$ cat src/hw/rtl/irt_pkg.sv
`timescale 1ns / 1ps
`default_nettype none

package irt_pkg;

  localparam int VALUE_WIDTH = 64;
  localparam int MAX_DIGITS  = VALUE_WIDTH;
  localparam int DIG_AW      = $clog2(MAX_DIGITS);
  localparam int CNT_W       = $clog2(MAX_DIGITS + 1);
  localparam int BIT_W       = $clog2(VALUE_WIDTH);
  localparam int BUF_W       = 7;
  localparam int MAX_BUFFER  = 64;
  localparam int RADIX_W     = 5;
  localparam int QDEPTH      = 2;
  localparam int QPTR_W      = $clog2(QDEPTH);
  localparam int QCNT_W      = $clog2(QDEPTH + 1);

  localparam logic [RADIX_W-1:0] RADIX_MIN = 5'd2;
  localparam logic [RADIX_W-1:0] RADIX_MAX = 5'd16;

  localparam logic [1:0] KIND_BAD_RADIX = 2'd0;
  localparam logic [1:0] KIND_ZERO      = 2'd1;
  localparam logic [1:0] KIND_NUMBER    = 2'd2;

  localparam logic [1:0] STATUS_OK     = 2'd0;
  localparam logic [1:0] STATUS_RADIX  = 2'd1;
  localparam logic [1:0] STATUS_BUFFER = 2'd2;

  localparam logic [7:0] CHAR_MINUS = 8'h2D;
  localparam logic [7:0] CHAR_ZERO  = 8'h30;
  localparam logic [7:0] CHAR_NONE  = 8'h00;

  typedef struct packed {
    logic [1:0]             kind;
    logic                   neg;
    logic [RADIX_W-1:0]     radix;
    logic [VALUE_WIDTH-1:0] mag;
  } desc_t;

  function automatic logic [7:0] digit_char(input logic [3:0] d);
    logic [7:0] c;
    case (d)
      4'd0:    c = 8'h30;
      4'd1:    c = 8'h31;
      4'd2:    c = 8'h32;
      4'd3:    c = 8'h33;
      4'd4:    c = 8'h34;
      4'd5:    c = 8'h35;
      4'd6:    c = 8'h36;
      4'd7:    c = 8'h37;
      4'd8:    c = 8'h38;
      4'd9:    c = 8'h39;
      4'd10:   c = 8'h41;
      4'd11:   c = 8'h42;
      4'd12:   c = 8'h43;
      4'd13:   c = 8'h44;
      4'd14:   c = 8'h45;
      default: c = 8'h46;
    endcase
    return c;
  endfunction

endpackage

`default_nettype wire

$ cat src/hw/rtl/irt_ram.sv
`timescale 1ns / 1ps
`default_nettype none

module irt_ram #(
  parameter int WIDTH = 4,
  parameter int DEPTH = 64
) (
  input  wire logic                     clk,
  input  wire logic                     we,
  input  wire logic [$clog2(DEPTH)-1:0] waddr,
  input  wire logic [WIDTH-1:0]         wdata,
  input  wire logic [$clog2(DEPTH)-1:0] raddr,
  output logic      [WIDTH-1:0]         rdata
);

  logic [WIDTH-1:0] mem [DEPTH];

  always_ff @(posedge clk) begin
    if (we) begin
      mem[waddr] <= wdata;
    end
    rdata <= mem[raddr];
  end

endmodule

`default_nettype wire

$ cat src/hw/rtl/irt_front.sv
`timescale 1ns / 1ps
`default_nettype none

module irt_front (
  input  wire logic                          start,
  input  wire logic [63:0]                   value,
  input  wire logic [irt_pkg::RADIX_W-1:0]   radix,
  input  wire logic                          full,
  output logic                               busy,
  output logic                               push,
  output irt_pkg::desc_t                     desc
);

  logic [irt_pkg::VALUE_WIDTH-1:0] v;
  logic                            neg;

  assign v    = value[irt_pkg::VALUE_WIDTH-1:0];
  assign neg  = v[irt_pkg::VALUE_WIDTH-1];
  assign busy = full;
  assign push = start && !full;

  always_comb begin
    desc.neg   = neg;
    desc.radix = radix;
    desc.mag   = neg ? (~v + 1'b1) : v;
    if (radix < irt_pkg::RADIX_MIN || radix > irt_pkg::RADIX_MAX) begin
      desc.kind = irt_pkg::KIND_BAD_RADIX;
    end else if (v == '0) begin
      desc.kind = irt_pkg::KIND_ZERO;
    end else begin
      desc.kind = irt_pkg::KIND_NUMBER;
    end
  end

endmodule

`default_nettype wire

$ cat src/hw/rtl/irt_queue.sv
`timescale 1ns / 1ps
`default_nettype none

module irt_queue (
  input  wire logic           clk,
  input  wire logic           rst,
  input  wire logic           push,
  input  wire irt_pkg::desc_t push_desc,
  input  wire logic           pop,
  output irt_pkg::desc_t      head,
  output logic                full,
  output logic                empty
);

  irt_pkg::desc_t                ent [irt_pkg::QDEPTH];
  logic [irt_pkg::QPTR_W-1:0]    wp;
  logic [irt_pkg::QPTR_W-1:0]    rp;
  logic [irt_pkg::QCNT_W-1:0]    count;

  assign full  = count == irt_pkg::QCNT_W'(irt_pkg::QDEPTH);
  assign empty = count == '0;
  assign head  = ent[rp];

  always_ff @(posedge clk) begin
    if (rst) begin
      wp    <= '0;
      rp    <= '0;
      count <= '0;
    end else begin
      if (push) begin
        wp <= wp + 1'b1;
      end
      if (pop) begin
        rp <= rp + 1'b1;
      end
      case ({push, pop})
        2'b10:   count <= count + 1'b1;
        2'b01:   count <= count - 1'b1;
        default: count <= count;
      endcase
    end
  end

  always_ff @(posedge clk) begin
    if (push) begin
      ent[wp] <= push_desc;
    end
  end

endmodule

`default_nettype wire

$ cat src/hw/rtl/irt_back.sv
`timescale 1ns / 1ps
`default_nettype none

module irt_back (
  input  wire logic                         clk,
  input  wire logic                         rst,
  input  wire logic [irt_pkg::BUF_W-1:0]    buffer_size,
  input  wire logic                         empty,
  input  wire irt_pkg::desc_t               head,
  output logic                              pop,
  output logic                              strobe,
  output logic [7:0]                        character,
  output logic [1:0]                        status,
  output logic                              last
);

  localparam logic [2:0] S_IDLE  = 3'd0;
  localparam logic [2:0] S_DIV   = 3'd1;
  localparam logic [2:0] S_CHECK = 3'd2;
  localparam logic [2:0] S_LOAD  = 3'd3;
  localparam logic [2:0] S_EMIT  = 3'd4;

  localparam int W = irt_pkg::VALUE_WIDTH;

  logic [2:0]                    state;
  logic [W-1:0]                  mag;
  logic [irt_pkg::RADIX_W-1:0]   div;
  logic                          neg;
  logic [3:0]                    rem;
  logic [irt_pkg::BIT_W-1:0]     bitc;
  logic [irt_pkg::CNT_W-1:0]     cnt;
  logic [irt_pkg::CNT_W-1:0]     left;
  logic [irt_pkg::DIG_AW-1:0]    ptr;

  logic [4:0]   trial;
  logic         qbit;
  logic [4:0]   diff;
  logic [3:0]   rem_next;
  logic [W-1:0] mag_next;
  logic         digit_done;
  logic [3:0]   rd_digit;
  logic [7:0]   cap;
  logic         too_small;

  assign trial      = {rem, mag[W-1]};
  assign qbit       = trial >= div;
  assign diff       = trial - div;
  assign rem_next   = qbit ? diff[3:0] : trial[3:0];
  assign mag_next   = {mag[W-2:0], qbit};
  assign digit_done = (state == S_DIV) && (bitc == irt_pkg::BIT_W'(W - 1));
  assign pop        = (state == S_IDLE) && !empty;

  assign cap = (buffer_size > irt_pkg::BUF_W'(irt_pkg::MAX_BUFFER))
             ? 8'(irt_pkg::MAX_BUFFER) : 8'(buffer_size);
  assign too_small = (cap < 8'd2) || (8'(cnt) >= cap - 8'd1);

  irt_ram #(
    .WIDTH (4),
    .DEPTH (irt_pkg::MAX_DIGITS)
  ) u_digits (
    .clk   (clk),
    .we    (digit_done),
    .waddr (cnt[irt_pkg::DIG_AW-1:0]),
    .wdata (rem_next),
    .raddr (ptr),
    .rdata (rd_digit)
  );

  always_ff @(posedge clk) begin
    if (rst) begin
      state  <= S_IDLE;
      strobe <= 1'b0;
    end else begin
      strobe <= 1'b0;
      unique case (state)
        S_IDLE: begin
          if (!empty) begin
            unique case (head.kind)
              irt_pkg::KIND_BAD_RADIX: begin
                strobe <= 1'b1;
              end
              irt_pkg::KIND_ZERO: begin
                strobe <= 1'b1;
              end
              default: begin
                state <= S_DIV;
              end
            endcase
          end
        end
        S_DIV: begin
          if (digit_done && mag_next == '0) begin
            state <= S_CHECK;
          end
        end
        S_CHECK: begin
          if (too_small) begin
            strobe <= 1'b1;
            state  <= S_IDLE;
          end else begin
            state <= S_LOAD;
          end
        end
        S_LOAD: begin
          strobe <= neg;
          state  <= S_EMIT;
        end
        S_EMIT: begin
          strobe <= 1'b1;
          if (left == irt_pkg::CNT_W'(1)) begin
            state <= S_IDLE;
          end
        end
        default: begin
          state <= S_IDLE;
        end
      endcase
    end
  end

  always_ff @(posedge clk) begin
    unique case (state)
      S_IDLE: begin
        mag  <= head.mag;
        div  <= head.radix;
        neg  <= head.neg;
        rem  <= '0;
        bitc <= '0;
        cnt  <= '0;
        last <= 1'b1;
        if (head.kind == irt_pkg::KIND_BAD_RADIX) begin
          character <= irt_pkg::CHAR_NONE;
          status    <= irt_pkg::STATUS_RADIX;
        end else begin
          character <= irt_pkg::CHAR_ZERO;
          status    <= irt_pkg::STATUS_OK;
        end
      end
      S_DIV: begin
        mag <= mag_next;
        if (digit_done) begin
          rem  <= '0;
          bitc <= '0;
          cnt  <= cnt + 1'b1;
        end else begin
          rem  <= rem_next;
          bitc <= bitc + 1'b1;
        end
      end
      S_CHECK: begin
        character <= irt_pkg::CHAR_NONE;
        status    <= irt_pkg::STATUS_BUFFER;
        last      <= 1'b1;
        ptr       <= irt_pkg::DIG_AW'(cnt - 1'b1);
        left      <= cnt;
      end
      S_LOAD: begin
        character <= irt_pkg::CHAR_MINUS;
        status    <= irt_pkg::STATUS_OK;
        last      <= 1'b0;
        ptr       <= ptr - 1'b1;
      end
      S_EMIT: begin
        character <= irt_pkg::digit_char(rd_digit);
        status    <= irt_pkg::STATUS_OK;
        last      <= left == irt_pkg::CNT_W'(1);
        ptr       <= ptr - 1'b1;
        left      <= left - 1'b1;
      end
      default: begin
        last <= 1'b1;
      end
    endcase
  end

  a_error_is_last: assert property (@(posedge clk) disable iff (rst)
    strobe && status != irt_pkg::STATUS_OK |-> last)
    else $error("error beat without last");

  a_run_continues: assert property (@(posedge clk) disable iff (rst)
    strobe && !last |=> strobe)
    else $error("gap inside a character run");

  a_digit_count: assert property (@(posedge clk) disable iff (rst)
    state == S_DIV |-> cnt < irt_pkg::CNT_W'(irt_pkg::MAX_DIGITS))
    else $error("digit store overrun");

  a_pop_idle: assert property (@(posedge clk) disable iff (rst)
    pop |=> state != S_IDLE || strobe)
    else $error("popped item produced nothing");

endmodule

`default_nettype wire

$ cat src/hw/rtl/integer_to_radix_text_unit.sv
`timescale 1ns / 1ps
`default_nettype none

// Converts a signed integer to uppercase ASCII text in radix 2 to 16, one
// character per beat on strobe, most significant first, last on the final
// beat; a bad radix or a too-small buffer gives one error beat instead. The
// receiver cannot stall: a run of characters comes out on consecutive cycles.
// start is taken when busy is low; a two-entry queue holds accepted items
// while the converter works. Each digit comes from a bit-serial divider. The
// longest text is 62 digits; a value with 64 binary digits is rejected as
// too long for the buffer. Zero and bad-radix items give their beat without
// entering the divider.
module integer_to_radix_text_unit (
  input  wire logic                         clk,
  input  wire logic                         rst,
  input  wire logic                         start,
  output logic                              busy,
  input  wire logic [63:0]                  value,
  input  wire logic [irt_pkg::RADIX_W-1:0]  radix,
  input  wire logic                         config_write,
  input  wire logic [irt_pkg::BUF_W-1:0]    config_data,
  output logic                              strobe,
  output logic [7:0]                        character,
  output logic [1:0]                        status,
  output logic                              last
);

  logic [irt_pkg::BUF_W-1:0] buffer_size;
  logic                      push;
  logic                      pop;
  logic                      full;
  logic                      empty;
  irt_pkg::desc_t            push_desc;
  irt_pkg::desc_t            head;

  always_ff @(posedge clk) begin
    if (rst) begin
      buffer_size <= irt_pkg::BUF_W'(irt_pkg::MAX_BUFFER);
    end else if (config_write) begin
      buffer_size <= config_data;
    end
  end

  irt_front u_front (
    .start (start),
    .value (value),
    .radix (radix),
    .full  (full),
    .busy  (busy),
    .push  (push),
    .desc  (push_desc)
  );

  irt_queue u_queue (
    .clk       (clk),
    .rst       (rst),
    .push      (push),
    .push_desc (push_desc),
    .pop       (pop),
    .head      (head),
    .full      (full),
    .empty     (empty)
  );

  irt_back u_back (
    .clk         (clk),
    .rst         (rst),
    .buffer_size (buffer_size),
    .empty       (empty),
    .head        (head),
    .pop         (pop),
    .strobe      (strobe),
    .character   (character),
    .status      (status),
    .last        (last)
  );

endmodule

`default_nettype wire
$ cat config.mk
export PLATFORM = sky130hd
export DESIGN_NAME = integer_to_radix_text_unit
export DESIGN_NICKNAME = d
export VERILOG_FILES = /design/src/hw/rtl/irt_pkg.sv /design/src/hw/rtl/irt_ram.sv /design/src/hw/rtl/irt_front.sv /design/src/hw/rtl/irt_queue.sv /design/src/hw/rtl/irt_back.sv /design/src/hw/rtl/integer_to_radix_text_unit.sv
export SDC_FILE = /design/constraint.sdc
export NUM_CORES = 1
export LEC_CHECK = 0
export CAP_MARGIN = 30
export CELL_PAD_IN_SITES_DETAIL_PLACEMENT = 2
export CELL_PAD_IN_SITES_GLOBAL_PLACEMENT = 2
export CORE_MARGIN = 3
export CORE_UTILIZATION = 35
export CTS_CLUSTER_SIZE = 40
export DETAILED_ROUTE_END_ITERATION = 10
export DONT_BUFFER_PORTS = 1
export PLACE_DENSITY_LB_ADDON = 0.12
export SYNTH_ARGS = -nofsm -noshare
export SYNTH_HDL_FRONTEND = slang
export SYNTH_SLANG_ARGS = --single-unit
$ cat constraint.sdc
create_clock -name clk -period 14.6 [get_ports clk]
set_input_delay 0.73 -clock clk [delete_from_list [all_inputs] [get_ports clk]]
set_output_delay 0.73 -clock clk [all_outputs]
set_load 0.02 [all_outputs]
### Word level (Yosys, flattened, before mapping)

Memory sizes are Yosys's and may differ from the RTL's. A register that Yosys moved wholly into a read port is not among the register bits.
Cells that the tools add are included.

| word-level totals | value |
|---|---|
| register bits after elaboration | 126 |
| memory bits (read-only) | 112 |
| memory bits (writable) | 400 |
| memories | 3 |
| output and inout port bits | 13 |
| bits in latches | 0 |
| logic and storage cells | 113 |
| input bits | 80 |

| operators by class | value |
|---|---|
| shifts and indexed selects | 0 |
| bitwise logic cells | 1 |
| div/mod/pow operators | 0 |
| add/sub/neg operators | 12 |
| multiply operators | 0 |
| mux-type cells | 36 |
| equal/unequal tests | 15 |
| $lt $le $gt $ge | 6 |
| reduce and logical (&&, ||, !) cells | 23 |

Memory list:

| memory | depth | width | rd ports | clocked after memory_dff | wr ports | line | text |
|---|---|---|---|---|---|---|---|
| u_back.u_digits.mem | 64 | 4 | 1 | 1 | 1 | irt_ram.sv:16 | `logic [WIDTH-1:0] mem [DEPTH];` |
| u_queue.ent | 2 | 72 | 1 | 1 | 1 | irt_queue.sv:15 | `irt_pkg::desc_t ent [irt_pkg::QDEPTH];` |
| (name not given) | 16 | 7 | 1 | 0 | 0 | irt_pkg.sv:42 | `case (d)` |

Operator list:

| operator | number |
|---|---|
| 64-bit logical NOT | 2 |
| 64-bit case mux with 2 select lines | 1 |
| 64-bit by 1-bit adder with 64-bit output, second input constant | 1 |
| 64-bit 2-to-1 mux | 1 |
| 64-bit NOT | 1 |
| 8-bit case mux with 4 select lines | 1 |
| 7-bit case mux with 2 select lines | 2 |
| 6-bit case mux with 2 select lines | 2 |
| 3-bit case mux with 5 select lines | 1 |
| 7-bit 2-to-1 mux | 2 |
| 3-bit 2-to-1 mux | 4 |
| 6-bit 2-to-1 mux | 2 |
| 6-bit by 1-bit subtractor with 6-bit output, second input constant | 2 |
| 1-bit 2-to-1 mux | 10 |
| 7-bit by 8-bit >= comparator with 1-bit output | 1 |
| 8-bit by 2-bit less-than comparator with 1-bit output, second input constant | 1 |
| 4-bit 2-to-1 mux | 2 |
| 4-bit case mux with 2 select lines | 1 |
| 2-bit nonzero test | 4 |
| 8-bit by 1-bit subtractor with 8-bit output, second input constant | 1 |
| 7-bit by 1-bit adder with 7-bit output, second input constant | 1 |
| 7-bit by 1-bit == test with 1-bit output, second input constant | 1 |
| 7-bit greater-than comparator, second input constant | 1 |
| 7-bit by 1-bit subtractor with 7-bit output, second input constant | 1 |
| other kinds (31) | 47 |

### Logic depth before layout (Yosys ltp)

| depth | value |
|---|---|
| depth in word-level cells | 7 |
| mapped depth | 11 |
| depth with buffers taken out | 11 |

### Hierarchy

Synthesis repeated with hierarchy kept, for this count alone.

| second synthesis, totals | value |
|---|---|
| cells, all modules | 1,592 |
| area, all modules | 23,460.0 um2 |

Modules (own cells, without submodules):

| module | area each (um2) | seq. area each (um2) | times used | cells each |
|---|---|---|---|---|
| irt_ram | 10,407.5 | 7,767.4 | 1 | 521 |
| irt_back | 5,751.8 | 3,383.2 | 1 | 571 |
| irt_queue | 5,380.2 | 4,424.2 | 1 | 246 |
| irt_front | 1,669.1 | 0.0 | 1 | 232 |
| integer_to_radix_text_unit | 251.5 | 140.1 | 1 | 22 |

### Worst setup path before layout

No wires, ideal clock.

| timing | value |
|---|---|
| kind | reg-to-reg |
| from | register u_back.state[1] |
| to | register u_back.cnt[0] in the netlist's numbering (enable) |
| setup slack | 10.002 ns |
| library setup time | 0.329 ns |
| clock period less this slack | 4.598 ns |
| cell stages (with the launch flop) | 4 |
| path buffers | 1 |
| arrival | 4.269 ns |
| data required time | 14.271 ns |
| path through | dfxtp_1 -> clkbuf_1 -> nor2_1 -> and2_1 |

| on the way | value |
|---|---|
| word-level cells in the longest chain between the ends | 4 |
| elaborated cells on any way between the ends | 6 |
| classes of those cells | 2 x eq/ne; 4 x reduce/logical |

Ends and longest elaborated chain:

| what | line | text |
|---|---|---|
| start: declaration | irt_back.sv:25 | `logic [2:0] state;` |
| start signal: assignment | irt_back.sv:71 | `state <= S_IDLE;` |
| start signal: assignment | irt_back.sv:86 | `state <= S_DIV;` |
| start signal: assignment | irt_back.sv:93 | `state <= S_CHECK;` |
| 3-bit by 1-bit == test with 1-bit output | irt_back.sv:50, irt_back.sv:122 |  |
| 1-bit logical AND | irt_back.sv:50 | `assign digit_done = (state == S_DIV) && (bitc == irt_pkg::BIT_W'(W - 1));` |
| 2-bit by 1-bit inequality test with 1-bit output (no source line) | -- |  |
| 2-bit AND reduction (no source line) (*) | -- |  |
| end signal: assignment | irt_back.sv:144 | `cnt <= cnt + 1'b1;` |
| end: declaration | irt_back.sv:31 | `logic [irt_pkg::CNT_W-1:0] cnt;` |

Mark *: on every way between the ends. The rest lies on a longest branch, timed or not.
A chain may end at the register's enable or synchronous reset.

==> impl_metrics.py <==
metrics = {
    "outcome": {
        "status": "finished, final reports clean",
    },
    "clocking": {
        "tritoncts": "yes",
        "cts.path.max_buffers": 3,
        "clkSinkCount": 530,
        "postCtsHoldBufs": 0,
        "htree_levels": 2,
        "clkTransAtPathRegs_ps": 60,
        "insertion_delay_ps": 610,
        "cts_root_buffer": "clkbuf_16",
        "cts_buffers": 58,
        "cts_setup_buffers": 0,
        "cts_resized": 0,
    },
    "grt": {
        "grt_pass1_vias": 14160,
        "grt_overflow": 0,
        "grt_usage_pct": 17.80,
        "grt_pass1_wl_um": 91350,
        "grt_max_degree": 77,
        "grt_antenna_before_repair": 2,
    },
    "worst_setup_path": {
        "end_kind": "register",
        "critPathMostFrequentCell": "buf_4",
        "critical_path_arrival_ps": 3840,
        "setup.worst_path.class": "register to register",
        "critPathMaxStageDelay_ps": 650,
        "r2r_cells": 7,
        "crit_required_ps": 15080,
        "cp_num_cells": 7,
        "critPathLaunchType": "register",
        "worstReg2RegEnd": "u_back.u_digits.rdata[3]",
        "crit_fanout": 33,
        "critPathTopFamily": "buffers and inverters",
        "crit_chain": "buf_4 -> buf_4 -> mux4_2 -> a22o_1 -> a221oi_1 -> nor3_1 -> or4_1",
        "crit_slowest_cell": "buf_4",
        "rrSetupSlack_ps": 11240,
        "crit_buf_inv": 2,
        "r2r-start": "u_back.ptr[0]",
    },
    "sta": {
        "maxSlewHeadroom_pct": 28.64,
        "setup_viol": 0,
        "final.min_clock_period_ps": 3361,
        "timing.final.ws_setup_ps": 11240,
        "finalSetupTns_ps": 0,
        "rsz0062_at_grt": "false",
        "finalMaxSlewViolations": 0,
        "fin_crit_sh_pct": 23.02,
        "max_freq_mhz": 297.5,
        "tightest_slew_ps": 1070,
        "fin_worst_skew_ps": 19.24,
        "hold_ws_ps": 196.2,
        "hold_viol_final": 0,
    },
    "power_and_ir_drop": {
        "fin_total_pwr_mw": 4.271,
        "vdd_drop_max_v": 0.00009154,
        "power_leakage_nw": 8.222,
        "power.density_nw_per_um2": 166.0,
    },
    "synthesis": {
        "synth_top_family_by_area": "multiplexers",
        "synth_compound_area_share_pct": 6.193,
        "synth-main-ff-cell": "edfxtp_1",
        "async_flop_share_pct": 0,
        "syn_area_per_cell_um2": 15.18,
        "netlist_instances": 1507,
        "synth-adder-area-share_pct": 1.291,
        "synth-edff-count": 510,
        "synth.distinct_cells": 64,
        "synth_nets": 1610,
        "yosys.area_share.simple_pct": 8.682,
        "synth-xor-area-share_pct": 3.293,
        "ys_seq_elements": 530,
        "synth_mux_area_share_pct": 9.978,
        "synth_warnings": 0,
        "synth_area_um2": 22870,
        "ys_seq_area_share_pct": 68.71,
    },
    "cells_and_area": {
        "final_layout_size_suffix_gt1_share_pct": 13.54,
        "synthToLayoutAreaGrowth_pct": 12.52,
        "antenna_cells": 0,
        "final_cells": 2406,
        "fin_util_pct": 39.85,
        "final_nets": 1605,
        "final_cell_area_um2": 25730,
        "mostFrequentLayoutCell": "edfxtp_1",
        "final_cell_mix": "510 x edfxtp_1, 112 x nand2_1, 111 x nor2_1",
    },
    "drt": {
        "drtAntennaViolNets": 0,
        "viasPerCell": 5.318,
        "drcViolationCount": 0,
        "dr.pass1.iters": 5,
        "wirelength_um": 60560,
        "vias": 12800,
        "avgRoutedWirePerCell_um": 25.17,
        "drtIter0Drc": 721,
    },
    "placed_design": {
        "dpl.cell_count": 2296,
        "dpl.hpwl_um": 40020,
        "finalWeightedCongestion": 0.7290,
        "post-place-ws_ps": 10890,
        "dpl_cell_area_um2": 23800,
        "io_buffers": 0,
    },
    "floorplan": {
        "num_rows": 93,
        "die_area_um2": 68450,
        "core_area_um2": 64580,
        "die_h_um": 261.6,
        "start_util_pct": 35.42,
        "ioPinCount": 93,
        "die_w_um": 261.6,
    },
    "worst_hold_path": {
        "hold_class": "input port to register",
        "hold_start": "rst",
        "hold_path_depth": 1,
    },
    "run": {
        "cap_viol_max_count": 0,
    },
}
[layer usage]
layer	wire length (µm)	GRT usage, %	vias up
met4	1544	5.082	4
met1	25650	22.47	6687
met3	2313	3.257	89
met5	27	0	-
met2	31030	31.30	193
li1	-	-	5822
[where the power goes]
part / switching, mW / total, mW / leakage, nW / internal, mW
Combinational: 0.428 / 0.615 / 2.23 / 0.187
Sequential: 0.147 / 2.18 / 5.04 / 2.04
Clock: 0.600 / 1.47 / 0.950 / 0.872
[worst max-delay path by stage]
stage	start	end	slack, ps
2_1_floorplan	u_back.state[1]	u_back.cnt[0]	10000
5_1_grt	u_back.state[0]	u_back.u_digits.mem[52][1]	10910
3_5_place_dp	value[4]	u_queue.ent[0][58]	10890
3_3_place_gp	value[4]	u_queue.ent[0][50]	10860
6_report	u_back.ptr[0]	u_back.u_digits.rdata[3]	11240
4_1_cts	u_back.ptr[0]	u_back.u_digits.rdata[3]	11180
[synthesized netlist by cell type (all sizes together), types with 10 or more instances]
cell      n  area, µm²
ha       22      275.3
buf      21      101.4
xor2     14      122.6
nand4    10      83.83
a22oi    24      180.2
nor2    113      424.2
dfxtp    20      400.4
nor4     24      186.4
mux4     64       1441
nor3     29      156.4
or4      12      97.59
inv      25      93.84
xnor2    72      630.6
nor2b    11      68.82
o41ai    13      173.9
clkbuf   60      225.2
o31ai    27      207.7
mux2i    75      750.7
nand3    16      80.08
o21ai    94      470.5
or3      25      156.4
edfxtp  510      15310
a21oi    27      135.1
nand2   114      427.9
[logic make-up (layout without fill, tap and decap cells)]
family,Yosys count,after routing
flip-flops,530,530
AND/OR/NAND/NOR,397,397
AO/OA/AOI/OAI,217,217
multiplexers,147,147
buffers and inverters,106,150
XOR/XNOR,86,86
adder cells (fa/ha/maj),23,23
other,1,1
[registers in the layout, summed over array words and instances (netlist names), 5 cells and up, named ones only]
name / count
u_back.mag: 64
u_queue.ent: 144
u_back.character: 7
u_back.bitc: 6
u_back.left: 7
u_back.div: 5
u_back.u_digits.mem: 256
u_back.cnt: 7
u_back.ptr: 6
buffer_size: 7
[worst register-to-register path, cell delays in order (launching register included)]
cell	delay, ps
edfxtp_1	340
buf_4	530
buf_4	680
mux4_2	620
a22o_1	250
a221oi_1	250
nor3_1	80
or4_1	490
[layout make-up]
type | instances | area (µm²)
multi-input combinational | 871 | 6784
inverter | 25 | 93.84
tap | 855 | 1070
timing repair buffer | 16 | 157.7
clock inverter | 35 | 317.8
sequential | 530 | 15720
fill | 6313 | 38850
clock buffer | 74 | 1593
(Power assumes the default switching activity.)
